--- config.mk ---
export PLATFORM = sky130hd
export DESIGN_NAME = path_follow_mode_controller
export DESIGN_NICKNAME = d
export VERILOG_FILES = /design/src/rtl/core/pfmc_pkg.sv /design/src/rtl/core/pfmc_rev_track.sv /design/src/rtl/core/path_follow_mode_controller.sv
export VERILOG_INCLUDE_DIRS = /design/src /design/src/rtl/core
export SDC_FILE = /design/constraint.sdc
export NUM_CORES = 2
export LEC_CHECK = 0
export BUFFER_PORTS_ARGS = -buffer_cell sky130_fd_sc_hd__buf_4
export CAP_MARGIN = 20
export CORE_MARGIN = 10
export CORE_UTILIZATION = 51
export DETAILED_ROUTE_END_ITERATION = 10
export GPL_ROUTABILITY_DRIVEN = 0
export PLACE_DENSITY = 0.74
export SLEW_MARGIN = 20
export SYNTH_ARGS = -nofsm -noshare
export SYNTH_HDL_FRONTEND = slang
export SYNTH_SLANG_ARGS = --single-unit
--- constraint.sdc ---
create_clock -name clk -period 28.4 [get_ports clk]
set_input_delay 1.42 -clock clk [delete_from_list [all_inputs] [get_ports clk]]
set_output_delay 1.42 -clock clk [all_outputs]
set_load 0.05 [all_outputs]
--- src/rtl/core/path_follow_mode_controller_macros.svh ---
// ----------------------------------------------------------------------------
// Assertion macros for the path follow mode controller
// Clocked assertions with an active-low reset; ASSERT_OFF removes them all.
// ----------------------------------------------------------------------------
`ifndef PATH_FOLLOW_MODE_CONTROLLER_MACROS_SVH
`define PATH_FOLLOW_MODE_CONTROLLER_MACROS_SVH

`ifndef ASSERT_OFF
// check a property at every rising edge outside reset
`define PFMC_ASSERT(lbl, clk, rst_n, prop, msg) \
    lbl: assert property (@(posedge clk) disable iff (!rst_n) prop) else $error(msg);
// check that a condition never holds outside reset
`define PFMC_NEVER(lbl, clk, rst_n, cond, msg) \
    `PFMC_ASSERT(lbl, clk, rst_n, !(cond), msg)
`else
`define PFMC_ASSERT(lbl, clk, rst_n, prop, msg)
`define PFMC_NEVER(lbl, clk, rst_n, cond, msg)
`endif

`endif

--- src/rtl/core/pfmc_pkg.sv ---
// ----------------------------------------------------------------------------
// pfmc_pkg
// Types, codes and reset values shared by the path follow mode controller.
// ----------------------------------------------------------------------------
`default_nettype none

package pfmc_pkg;

    // motion modes
    typedef enum logic [3:0] {
        MODE_IDLE   = 4'd0,
        MODE_FIXED  = 4'd1,
        MODE_FOLLOW = 4'd2,
        MODE_STEP   = 4'd3,
        MODE_SPIN   = 4'd4,
        MODE_STOP   = 4'd5,
        MODE_REV    = 4'd6,
        MODE_HAZ    = 4'd7,
        MODE_WAIT   = 4'd8
    } mode_t;

    // destination of a stop
    typedef enum logic [1:0] {
        TGT_IDLE   = 2'd0,
        TGT_FIXED  = 2'd1,
        TGT_SPIN   = 2'd2,
        TGT_FOLLOW = 2'd3
    } tgt_t;

    // configuration register indexes
    typedef enum logic [3:0] {
        REG_IDLE_SPEED_MAX   = 4'd0,
        REG_IDLE_TURN_MAX    = 4'd1,
        REG_SPIN_SPEED_MAX   = 4'd2,
        REG_FOLLOW_TURN_MAX  = 4'd3,
        REG_STOP_TIMEOUT     = 4'd4,
        REG_REPLAN_TIMEOUT   = 4'd5,
        REG_REVERSE_DISTANCE = 4'd6,
        REG_REVERSE_TIMEOUT  = 4'd7
    } cfg_idx_t;

    localparam int unsigned CfgDataW = 20;

    // register reset values
    localparam logic [14:0] IdleSpeedRst   = 15'd50;
    localparam logic [14:0] IdleTurnRst    = 15'd100;
    localparam logic [14:0] SpinSpeedRst   = 15'd100;
    localparam logic [14:0] FollowTurnRst  = 15'd200;
    localparam logic [19:0] StopTimeRst    = 20'd2000;
    localparam logic [19:0] ReplanTimeRst  = 20'd3000;
    localparam logic [15:0] RevDistRst     = 16'd300;
    localparam logic [19:0] RevTimeRst     = 20'd5000;

    // one control tick
    typedef struct packed {
        logic        [31:0] stamp_ms;
        logic signed [23:0] pos_x_mm;
        logic signed [23:0] pos_y_mm;
        logic signed [15:0] speed_mm_s;
        logic signed [15:0] turn_mrad_s;
        logic        [3:0]  safety_flags;
        logic        [5:0]  path_flags;
        logic        [3:0]  goal_flags;
    } in_item_t;

    // one result
    typedef struct packed {
        mode_t mode;
        logic  consume_path;
        logic  request_replan;
    } out_item_t;

    // status from the reverse tracker
    typedef struct packed {
        logic        leave;
        logic [31:0] accum_sum;
    } rev_stat_t;

endpackage

`default_nettype wire

--- src/rtl/core/pfmc_rev_track.sv ---
// ----------------------------------------------------------------------------
// pfmc_rev_track
// Reverse exit test: squared displacement against squared distance, and
// accumulated reverse time (saturating) against the reverse timeout.
// ----------------------------------------------------------------------------
`default_nettype none

module pfmc_rev_track (
    input  wire logic        [31:0] stamp_ms,
    input  wire logic signed [23:0] pos_x_mm,
    input  wire logic signed [23:0] pos_y_mm,
    input  wire logic signed [23:0] entry_x,
    input  wire logic signed [23:0] entry_y,
    input  wire logic        [31:0] accum_ms,
    input  wire logic        [31:0] last_ms,
    input  wire logic        [15:0] distance_mm,
    input  wire logic        [19:0] timeout_ms,
    output pfmc_pkg::rev_stat_t     stat
);

    logic        [31:0] delta_ms;
    logic        [32:0] elapsed;
    logic signed [24:0] dx;
    logic signed [24:0] dy;
    logic signed [49:0] dx_sq;
    logic signed [49:0] dy_sq;
    logic        [48:0] dist_sq;
    logic        [31:0] thr_sq;
    logic               near;
    logic               early;

    // elapsed reverse time, formed wide so it cannot wrap
    assign delta_ms = stamp_ms - last_ms;
    assign elapsed  = {1'b0, accum_ms} + {1'b0, delta_ms};

    // displacement from the entry point
    assign dx    = {pos_x_mm[23], pos_x_mm} - {entry_x[23], entry_x};
    assign dy    = {pos_y_mm[23], pos_y_mm} - {entry_y[23], entry_y};
    assign dx_sq = dx * dx;
    assign dy_sq = dy * dy;
    assign dist_sq = {1'b0, dx_sq[47:0]} + {1'b0, dy_sq[47:0]};
    assign thr_sq  = distance_mm * distance_mm;

    assign near  = dist_sq < {17'd0, thr_sq};
    assign early = elapsed < {13'd0, timeout_ms};

    // leave reverse on distance or time; saturate the accumulated time
    assign stat.leave     = !(near && early);
    assign stat.accum_sum = elapsed[32] ? 32'hFFFF_FFFF : elapsed[31:0];

endmodule

`default_nettype wire

--- src/rtl/core/path_follow_mode_controller.sv ---
// ----------------------------------------------------------------------------
// path_follow_mode_controller
// Nine-mode motion supervisor: one control tick in, new mode and planner
// strobes out.
// ----------------------------------------------------------------------------
// Usage:
//   in_*   : one control tick per transfer (valid/ready, in_item_t payload).
//   out_*  : one result per tick (valid/ready, out_item_t payload), in order.
//   cfg_*  : register writes (index, 20-bit data); always ready, indexes of
//            eight and above are dropped. Write only while the block is idle.
// Path: a tick is captured in the input register, evaluated against the
//   held mode and lands in the output register.
// Throughput: one tick per cycle while the receiver takes each result; the
//   held mode and bookkeeping update in the same cycle that a result is
//   registered, so the next tick sees them. The longest path is the two
//   displacement squarings and their compare.
// Reset: mode idle, stop target idle, all time and position marks zero,
//   registers at their reset values, both pipeline stages empty.
// Stall: with the output held, the input register still takes one more
//   tick; after that in_ready drops until the receiver takes the result.
// ----------------------------------------------------------------------------
`default_nettype none
`include "path_follow_mode_controller_macros.svh"

module path_follow_mode_controller (
    input  wire logic                 clk,
    input  wire logic                 rst_n,
    input  wire logic                 in_valid,
    output logic                      in_ready,
    input  wire pfmc_pkg::in_item_t   in_data,
    output logic                      out_valid,
    input  wire logic                 out_ready,
    output pfmc_pkg::out_item_t       out_data,
    input  wire logic                 cfg_valid,
    output logic                      cfg_ready,
    input  wire logic [3:0]           cfg_index,
    input  wire logic [pfmc_pkg::CfgDataW-1:0] cfg_data
);

    // configuration registers
    logic [14:0] idle_speed_reg;
    logic [14:0] idle_turn_reg;
    logic [14:0] spin_speed_reg;
    logic [14:0] follow_turn_reg;
    logic [19:0] stop_time_reg;
    logic [19:0] replan_time_reg;
    logic [15:0] rev_dist_reg;
    logic [19:0] rev_time_reg;

    // pipeline
    logic                 s1_valid_reg;
    pfmc_pkg::in_item_t   s1_item_reg;
    logic                 out_valid_reg;
    pfmc_pkg::out_item_t  out_item_reg;
    logic                 advance;

    // held state
    pfmc_pkg::mode_t      mode_reg, mode_next;
    pfmc_pkg::tgt_t       tgt_reg, tgt_next;
    logic                 rar_reg, rar_next;
    logic [31:0]          stop_start_reg, stop_start_next;
    logic [31:0]          wait_start_reg, wait_start_next;
    logic signed [23:0]   entry_x_reg, entry_x_next;
    logic signed [23:0]   entry_y_reg, entry_y_next;
    logic [31:0]          accum_reg, accum_next;
    logic [31:0]          last_reg, last_next;
    logic                 cons;
    logic                 repl;

    // decoded tick
    logic        hazard, rec_safe, stuck, blocked;
    logic        new_path, has_path, replan_req, replan_fail, goal, no_prog;
    logic        spin_req, spin_hi, fixed_goal, step_act;
    logic [16:0] spd_mag, turn_mag;
    logic        settled;
    logic        stop_late;
    logic        wait_late;
    logic        spin_keep;
    pfmc_pkg::mode_t route_mode;
    pfmc_pkg::mode_t give_up_mode;
    pfmc_pkg::rev_stat_t rev_stat;

    function automatic logic [16:0] abs17(input logic signed [15:0] v);
        logic [16:0] ext;
        ext = {v[15], v};
        return v[15] ? (17'd0 - ext) : ext;
    endfunction

    // ------------------------------------------------------------------
    // configuration writes
    assign cfg_ready = 1'b1;

    always_ff @(posedge clk or negedge rst_n)
    begin
        if (!rst_n)
        begin
            idle_speed_reg  <= pfmc_pkg::IdleSpeedRst;
            idle_turn_reg   <= pfmc_pkg::IdleTurnRst;
            spin_speed_reg  <= pfmc_pkg::SpinSpeedRst;
            follow_turn_reg <= pfmc_pkg::FollowTurnRst;
            stop_time_reg   <= pfmc_pkg::StopTimeRst;
            replan_time_reg <= pfmc_pkg::ReplanTimeRst;
            rev_dist_reg    <= pfmc_pkg::RevDistRst;
            rev_time_reg    <= pfmc_pkg::RevTimeRst;
        end
        else if (cfg_valid && cfg_ready)
        begin
            case (pfmc_pkg::cfg_idx_t'(cfg_index))
                pfmc_pkg::REG_IDLE_SPEED_MAX:   idle_speed_reg  <= cfg_data[14:0];
                pfmc_pkg::REG_IDLE_TURN_MAX:    idle_turn_reg   <= cfg_data[14:0];
                pfmc_pkg::REG_SPIN_SPEED_MAX:   spin_speed_reg  <= cfg_data[14:0];
                pfmc_pkg::REG_FOLLOW_TURN_MAX:  follow_turn_reg <= cfg_data[14:0];
                pfmc_pkg::REG_STOP_TIMEOUT:     stop_time_reg   <= cfg_data;
                pfmc_pkg::REG_REPLAN_TIMEOUT:   replan_time_reg <= cfg_data;
                pfmc_pkg::REG_REVERSE_DISTANCE: rev_dist_reg    <= cfg_data[15:0];
                pfmc_pkg::REG_REVERSE_TIMEOUT:  rev_time_reg    <= cfg_data;
                default: ;
            endcase
        end
    end

    // ------------------------------------------------------------------
    // pipeline handshake: advance when the output register is free
    assign advance   = s1_valid_reg && (!out_valid_reg || out_ready);
    assign in_ready  = !s1_valid_reg || !out_valid_reg || out_ready;
    assign out_valid = out_valid_reg;
    assign out_data  = out_item_reg;

    always_ff @(posedge clk or negedge rst_n)
    begin
        if (!rst_n)
        begin
            s1_valid_reg  <= 1'b0;
            out_valid_reg <= 1'b0;
        end
        else
        begin
            if (in_ready)
            begin
                s1_valid_reg <= in_valid;
            end
            if (advance)
            begin
                out_valid_reg <= 1'b1;
            end
            else if (out_ready)
            begin
                out_valid_reg <= 1'b0;
            end
        end
    end

    // capture the tick and the result
    always_ff @(posedge clk)
    begin
        if (in_ready && in_valid)
        begin
            s1_item_reg <= in_data;
        end
        if (advance)
        begin
            out_item_reg.mode           <= mode_next;
            out_item_reg.consume_path   <= cons;
            out_item_reg.request_replan <= repl;
        end
    end

    // ------------------------------------------------------------------
    // decode the tick
    assign hazard      = s1_item_reg.safety_flags[0];
    assign rec_safe    = s1_item_reg.safety_flags[1];
    assign stuck       = s1_item_reg.safety_flags[2];
    assign blocked     = s1_item_reg.safety_flags[3];
    assign new_path    = s1_item_reg.path_flags[0];
    assign has_path    = s1_item_reg.path_flags[1];
    assign replan_req  = s1_item_reg.path_flags[2];
    assign replan_fail = s1_item_reg.path_flags[3];
    assign goal        = s1_item_reg.path_flags[4];
    assign no_prog     = s1_item_reg.path_flags[5];
    assign spin_req    = s1_item_reg.goal_flags[0];
    assign spin_hi     = s1_item_reg.goal_flags[1];
    assign fixed_goal  = s1_item_reg.goal_flags[2];
    assign step_act    = s1_item_reg.goal_flags[3];

    assign spd_mag  = abs17(s1_item_reg.speed_mm_s);
    assign turn_mag = abs17(s1_item_reg.turn_mrad_s);

    // settling test for the stop destination
    always_comb
    begin
        case (tgt_reg)
            pfmc_pkg::TGT_SPIN:
                settled = (spd_mag < {2'b0, spin_speed_reg})
                       && (turn_mag < {2'b0, idle_turn_reg});
            pfmc_pkg::TGT_FOLLOW:
                settled = (spd_mag < {2'b0, idle_speed_reg})
                       && (turn_mag < {2'b0, follow_turn_reg});
            default:
                settled = (spd_mag < {2'b0, idle_speed_reg})
                       && (turn_mag < {2'b0, idle_turn_reg});
        endcase
    end

    assign stop_late = (s1_item_reg.stamp_ms - stop_start_reg) > {12'd0, stop_time_reg};
    assign wait_late = (s1_item_reg.stamp_ms - wait_start_reg) > {12'd0, replan_time_reg};
    assign spin_keep = spin_req && (spin_hi || (!has_path && !fixed_goal));

    // where to go once a maneuver is over; idle also drops the path
    assign route_mode = spin_keep  ? pfmc_pkg::MODE_SPIN   :
                        has_path   ? pfmc_pkg::MODE_FOLLOW :
                        fixed_goal ? pfmc_pkg::MODE_FIXED  : pfmc_pkg::MODE_IDLE;
    assign give_up_mode = (spin_req && (spin_hi || !fixed_goal)) ?
                          pfmc_pkg::MODE_SPIN : pfmc_pkg::MODE_IDLE;

    pfmc_rev_track u_rev_track (
        .stamp_ms    (s1_item_reg.stamp_ms),
        .pos_x_mm    (s1_item_reg.pos_x_mm),
        .pos_y_mm    (s1_item_reg.pos_y_mm),
        .entry_x     (entry_x_reg),
        .entry_y     (entry_y_reg),
        .accum_ms    (accum_reg),
        .last_ms     (last_reg),
        .distance_mm (rev_dist_reg),
        .timeout_ms  (rev_time_reg),
        .stat        (rev_stat)
    );

    // ------------------------------------------------------------------
    // next mode, bookkeeping and strobes
    always_comb
    begin
        mode_next       = mode_reg;
        tgt_next        = tgt_reg;
        rar_next        = rar_reg;
        stop_start_next = stop_start_reg;
        wait_start_next = wait_start_reg;
        entry_x_next    = entry_x_reg;
        entry_y_next    = entry_y_reg;
        accum_next      = accum_reg;
        last_next       = last_reg;
        cons            = 1'b0;
        repl            = 1'b0;

        case (mode_reg)
            pfmc_pkg::MODE_IDLE:
            begin
                if (hazard)
                    mode_next = pfmc_pkg::MODE_HAZ;
                else if (new_path)
                    mode_next = pfmc_pkg::MODE_FOLLOW;
                else if (spin_req)
                    mode_next = pfmc_pkg::MODE_SPIN;
            end
            pfmc_pkg::MODE_FIXED:
            begin
                if (stuck)
                begin
                    mode_next = pfmc_pkg::MODE_REV;
                    rar_next  = 1'b1;
                end
                else if (spin_req && spin_hi)
                begin
                    mode_next = pfmc_pkg::MODE_STOP;
                    tgt_next  = pfmc_pkg::TGT_SPIN;
                end
                else if (new_path)
                    mode_next = pfmc_pkg::MODE_FOLLOW;
            end
            pfmc_pkg::MODE_FOLLOW:
            begin
                if (step_act)
                    mode_next = pfmc_pkg::MODE_STEP;
                else if (replan_req)
                    mode_next = pfmc_pkg::MODE_WAIT;
                else if (no_prog)
                begin
                    if (hazard)
                    begin
                        mode_next = pfmc_pkg::MODE_HAZ;
                        rar_next  = 1'b1;
                    end
                    else
                        mode_next = pfmc_pkg::MODE_WAIT;
                end
                else if (!has_path)
                begin
                    mode_next = pfmc_pkg::MODE_STOP;
                    if (spin_req && (spin_hi || !fixed_goal))
                        tgt_next = pfmc_pkg::TGT_SPIN;
                    else
                        tgt_next = fixed_goal ? pfmc_pkg::TGT_FIXED : pfmc_pkg::TGT_IDLE;
                end
                else if (stuck)
                begin
                    mode_next = pfmc_pkg::MODE_REV;
                    rar_next  = 1'b1;
                end
                else if (spin_req && spin_hi)
                begin
                    mode_next = pfmc_pkg::MODE_STOP;
                    tgt_next  = pfmc_pkg::TGT_SPIN;
                end
                else if (goal)
                begin
                    mode_next = pfmc_pkg::MODE_STOP;
                    tgt_next  = fixed_goal ? pfmc_pkg::TGT_FIXED : pfmc_pkg::TGT_IDLE;
                end
            end
            pfmc_pkg::MODE_STEP:
            begin
                if (no_prog)
                begin
                    if (hazard)
                    begin
                        mode_next = pfmc_pkg::MODE_HAZ;
                        rar_next  = 1'b1;
                    end
                    else
                        mode_next = pfmc_pkg::MODE_WAIT;
                end
                else if (stuck)
                begin
                    mode_next = pfmc_pkg::MODE_REV;
                    rar_next  = 1'b0;
                end
                else if (step_act)
                    mode_next = pfmc_pkg::MODE_STEP;
                else if (replan_req)
                    mode_next = pfmc_pkg::MODE_WAIT;
                else
                    mode_next = pfmc_pkg::MODE_FOLLOW;
            end
            pfmc_pkg::MODE_SPIN:
            begin
                if (hazard)
                    mode_next = pfmc_pkg::MODE_HAZ;
                else if (!spin_keep)
                begin
                    mode_next = pfmc_pkg::MODE_STOP;
                    tgt_next  = has_path   ? pfmc_pkg::TGT_FOLLOW :
                                fixed_goal ? pfmc_pkg::TGT_FIXED  : pfmc_pkg::TGT_IDLE;
                end
            end
            pfmc_pkg::MODE_STOP:
            begin
                if (tgt_reg != pfmc_pkg::TGT_FOLLOW && new_path)
                    mode_next = pfmc_pkg::MODE_FOLLOW;
                else if (settled || stop_late)
                begin
                    case (tgt_reg)
                        pfmc_pkg::TGT_IDLE:  mode_next = pfmc_pkg::MODE_IDLE;
                        pfmc_pkg::TGT_FIXED: mode_next = pfmc_pkg::MODE_FIXED;
                        pfmc_pkg::TGT_SPIN:  mode_next = pfmc_pkg::MODE_SPIN;
                        default:             mode_next = pfmc_pkg::MODE_FOLLOW;
                    endcase
                end
            end
            pfmc_pkg::MODE_REV:
            begin
                if (blocked)
                begin
                    accum_next = rev_stat.accum_sum;
                    last_next  = s1_item_reg.stamp_ms;
                end
                else if (rev_stat.leave)
                begin
                    accum_next = 32'd0;
                    if (hazard)
                        mode_next = pfmc_pkg::MODE_HAZ;
                    else if (rar_reg)
                    begin
                        rar_next  = 1'b0;
                        mode_next = pfmc_pkg::MODE_WAIT;
                    end
                    else
                        mode_next = route_mode;
                end
            end
            pfmc_pkg::MODE_HAZ:
            begin
                if (stuck)
                begin
                    mode_next = pfmc_pkg::MODE_REV;
                    rar_next  = 1'b0;
                end
                else if (rec_safe)
                begin
                    if (rar_reg)
                    begin
                        rar_next  = 1'b0;
                        mode_next = pfmc_pkg::MODE_WAIT;
                    end
                    else
                        mode_next = route_mode;
                end
            end
            pfmc_pkg::MODE_WAIT:
            begin
                if (new_path)
                    mode_next = pfmc_pkg::MODE_FOLLOW;
                else if (replan_fail || wait_late)
                    mode_next = give_up_mode;
                else
                begin
                    cons = 1'b1;
                    repl = 1'b1;
                end
            end
            default: ;
        endcase

        // entry actions on a change of mode
        if (mode_next != mode_reg)
        begin
            case (mode_next)
                pfmc_pkg::MODE_STOP:
                    stop_start_next = s1_item_reg.stamp_ms;
                pfmc_pkg::MODE_WAIT:
                begin
                    wait_start_next = s1_item_reg.stamp_ms;
                    cons = 1'b1;
                    repl = 1'b1;
                end
                pfmc_pkg::MODE_REV:
                begin
                    entry_x_next = s1_item_reg.pos_x_mm;
                    entry_y_next = s1_item_reg.pos_y_mm;
                    last_next    = s1_item_reg.stamp_ms;
                    accum_next   = 32'd0;
                end
                pfmc_pkg::MODE_IDLE:
                    cons = 1'b1;
                pfmc_pkg::MODE_FIXED:
                    cons = (mode_reg == pfmc_pkg::MODE_STOP);
                default: ;
            endcase
        end
    end

    // mode register
    always_ff @(posedge clk or negedge rst_n)
    begin
        if (!rst_n)
            mode_reg <= pfmc_pkg::MODE_IDLE;
        else if (advance)
            mode_reg <= mode_next;
    end

    // bookkeeping registers
    always_ff @(posedge clk or negedge rst_n)
    begin
        if (!rst_n)
        begin
            tgt_reg        <= pfmc_pkg::TGT_IDLE;
            rar_reg        <= 1'b0;
            stop_start_reg <= 32'd0;
            wait_start_reg <= 32'd0;
            entry_x_reg    <= 24'sd0;
            entry_y_reg    <= 24'sd0;
            accum_reg      <= 32'd0;
            last_reg       <= 32'd0;
        end
        else if (advance)
        begin
            tgt_reg        <= tgt_next;
            rar_reg        <= rar_next;
            stop_start_reg <= stop_start_next;
            wait_start_reg <= wait_start_next;
            entry_x_reg    <= entry_x_next;
            entry_y_reg    <= entry_y_next;
            accum_reg      <= accum_next;
            last_reg       <= last_next;
        end
    end

    // ------------------------------------------------------------------
    // checks
    `PFMC_ASSERT(a_mode_matches, clk, rst_n, out_valid |-> out_data.mode == mode_reg, "result mode differs from held mode")
    `PFMC_ASSERT(a_replan_consumes, clk, rst_n, (out_valid && out_data.request_replan) |-> out_data.consume_path, "replan request without path drop")
    `PFMC_ASSERT(a_replan_in_wait, clk, rst_n, (out_valid && out_data.request_replan) |-> out_data.mode == pfmc_pkg::MODE_WAIT, "replan request outside wait mode")
    `PFMC_ASSERT(a_rev_entry_clear, clk, rst_n, (mode_reg == pfmc_pkg::MODE_REV && $past(mode_reg) != pfmc_pkg::MODE_REV) |-> accum_reg == 32'd0, "reverse entered with stale time")
    `PFMC_NEVER(a_stall_needs_item, clk, rst_n, !in_ready && !s1_valid_reg, "input stalled with empty stage")

endmodule

`default_nettype wire
==> results by group <==
Clock network
  • Clock slew at reported path FFs: 60 ps
  • Root buf cell: clkbuf_16
  • CTS Hold Buffers Added: 0
  • Worst-Skew Late Latency: 680 ps
  • H-tree depth: 2
  • Total setup buffers inserted after CTS: 0
  • CTS buffer count: 51
  • Clock Sink Count: 453
  • CTS tree: done
  • Post-cts sizing count: 0
  • Clock buffer depth: 3

Worst setup path
  • Critical setup path kind: reg -> reg
  • Worst Setup SP: s1_item_reg[70]
  • Crit. End Element: flip-flop
  • Data arrival, critical path: 18690 ps
  • Critical path's slowest cell: xor2_1
  • Max incr delay on CP: 860 ps
  • CP max FO: 28
  • Critical R2R Launch: s1_item_reg[70]
  • Worst Setup Start Kind: flip-flop
  • Worst Path Required: 28910 ps
  • Buffers & Inverters on Critical Path: 9
  • Critical path's top delay family: compound AO/OA/AOI/OAI gates

Final layout
  • Number of flip-flops in the largest register: 116
  • Most common cell after layout, fill and taps aside: inv_1
  • Nets@finish: 10800
  • Commonest non-fill, non-tap cells in the layout: 1951 x inv_1, 1351 x fa_1, 749 x ha_1
  • Area Growth Syn to Fin: 6.73%
  • Share of cells above drive strength 1: 7.21%
  • Layout fillers: 13400

Synth
  • Mapped cell area: 79000 um^2
  • Post-synth cell types: 93
  • Synth Area in Compound Gates: 10.2%
  • Synth warnings: 0
  • Largest cells by area after synthesis: fa_1 34%, ha_1 12%, inv_1 9.3%
  • Synth Register Bits: 453
  • Largest area contributor in the netlist: fa_1
  • Seq/Total Area, Yosys: 15.2%
  • Post-synthesis net count: 10700
  • Synth Flop Type: dfrtp_1
  • Post-synthesis adder-cell area fraction: 46.1%
  • XOR/XNOR Fraction of Synth Area: 3.88%
  • FFs w/ async S/R, synth: 70.9%
  • EDFF count, synth: 132
  • Portion of netlist area occupied by mux cells: 3.08%
  • Mapped Cells: 8450
  • Avg Cell Area, Syn: 9.35 um^2
  • Simple-Gate Fraction of Synth Area: 11.0%
  • Yosys top cell area share: 34.2%
  • Largest family of logic cells by synthesized area: adder cells

Global routing
  • Vias in the first global route: 63800
  • First-pass GRT wire length: 340 mm
  • Largest net degree at the start of global routing: 78
  • GR Util All Layers: 25.0%
  • Initial antenna violation count: 5
  • Grt ovf: 0

STA
  • Final period utilization: 64.0%
  • F_max: 55.0 MHz
  • Final Max Slew Viols: 0
  • Final min period: 18180 ps
  • Total Neg Setup Slack: 0 ps
  • RSZ-0062 raised after global routing: no
  • Worst Tran Pin Value: 1100 ps
  • Max_slew headroom: 26.5%
  • Final Hold Viols: 0
  • # setup viols final: 0
  • Skew final: 66.4 ps

Floorplan
  • Area of the core: 154000 um^2
  • Starting density of the core: 51.3%
  • Die Height: 414 um
  • I/O Pins: 164
  • Die area: 171000 um^2
  • Die Wd: 414 um
  • Row cnt: 144

Detailed routing
  • Final WL: 212 mm
  • Avg WL per Cell: 20.0 um
  • DR vias: 59900
  • Remaining antenna violation count: 0
  • Number of remaining DRC errors: 0
  • Via density per instance: 5.65
  • Iteration-0 DRC Markers: 5012
  • 1st-pass router iterations: 7

Outcome
  • Outcome: complete, no violations

Hold path
  • Hold WC Path Type: reg -> reg
  • Hold Startpoint: accum_reg[27]

Job
  • Max-cap violations: 0

Placed design
  • IO Port Bufs: 162
  • DPL Wire Length: 172 mm
routing by layer:
metal	track usage (%)	wire length, um
met5	0	18
met4	10.9	11200
met3	5.00	18900
met2	40.7	98500
met1	32.2	83200
final timing paths:
kind                                           end  slack (ps)  cells past startpoint
worst min register to register       accum_reg[27]         490                      1
min in group asynchronous       wait_start_reg[29]         690                      1
worst max register to register     entry_x_reg[19]       10220                     58
worst max-delay path               entry_x_reg[19]       10220                     58
worst min-delay path                 accum_reg[27]         490                      1
max in group asynchronous         stop_time_reg[0]       25380                      3
kinds of logic (layout without fill, tap and decap cells):
family | count (synthesis) | after routing
and+or+nand+nor | 1915 | 1915
other | 1 | 3
AOI/OAI and AO/OA | 1235 | 1235
muxes | 207 | 207
xor gates and xnor gates | 350 | 350
adders and majority gates | 2100 | 2100
DFF | 453 | 453
buffers and inverters | 2189 | 2296
cell usage after synthesis (132+ instances only):
cell	number
clkbuf_1	202
fa_1	1351
nor2_1	562
ha_1	749
dfrtp_1	287
a21oi_1	332
a21o_1	141
xnor2_1	247
nand2_1	720
o21ai_0	284
edfxtp_1	132
mux2_2	157
inv_1	1951
worst reg2reg max path: cells and delay by family, from the launching register on:
kind	cells	cell delay, ps
XOR/XNOR	2	1000
AO/OA/AOI/OAI	22	6550
flip-flops	1	380
adder cells (fa/ha/maj)	11	4670
multiplexers	1	410
buffers and inverters	9	1610
AND/OR/NAND/NOR	13	3430
final cells by class:
type                    instances  area (um^2)  share of cell area, %
diodes                          2         5.00                0.00594
repair buffers                236         1780                   2.11
clock buffers                  73         1460                   1.73
flip-flops and latches        453        12000                   14.3
clock inverters                23          343                  0.407
well taps                    2044         2560                   3.03
inverters                    1964         7370                   8.74
multi-input cells            5808        58700                   69.7
through the flow:
stage	hold slack, ps	setup slack, ps	instances	utilization (%)	cell area [um^2]
after floorplan	456	13850	8450	-	79000
after global placement	467	11150	10500	53.5	82500
after detailed placement	474	10680	10500	53.5	82500
after CTS	489	10610	10600	54.7	84300
after global routing	507	9410	10600	54.7	84300
final	489	10220	10600	54.7	84300
Power is left out: the tool's default activity adds up to more than one toggle a clock period on the data nets, which glitch-free logic cannot reach.
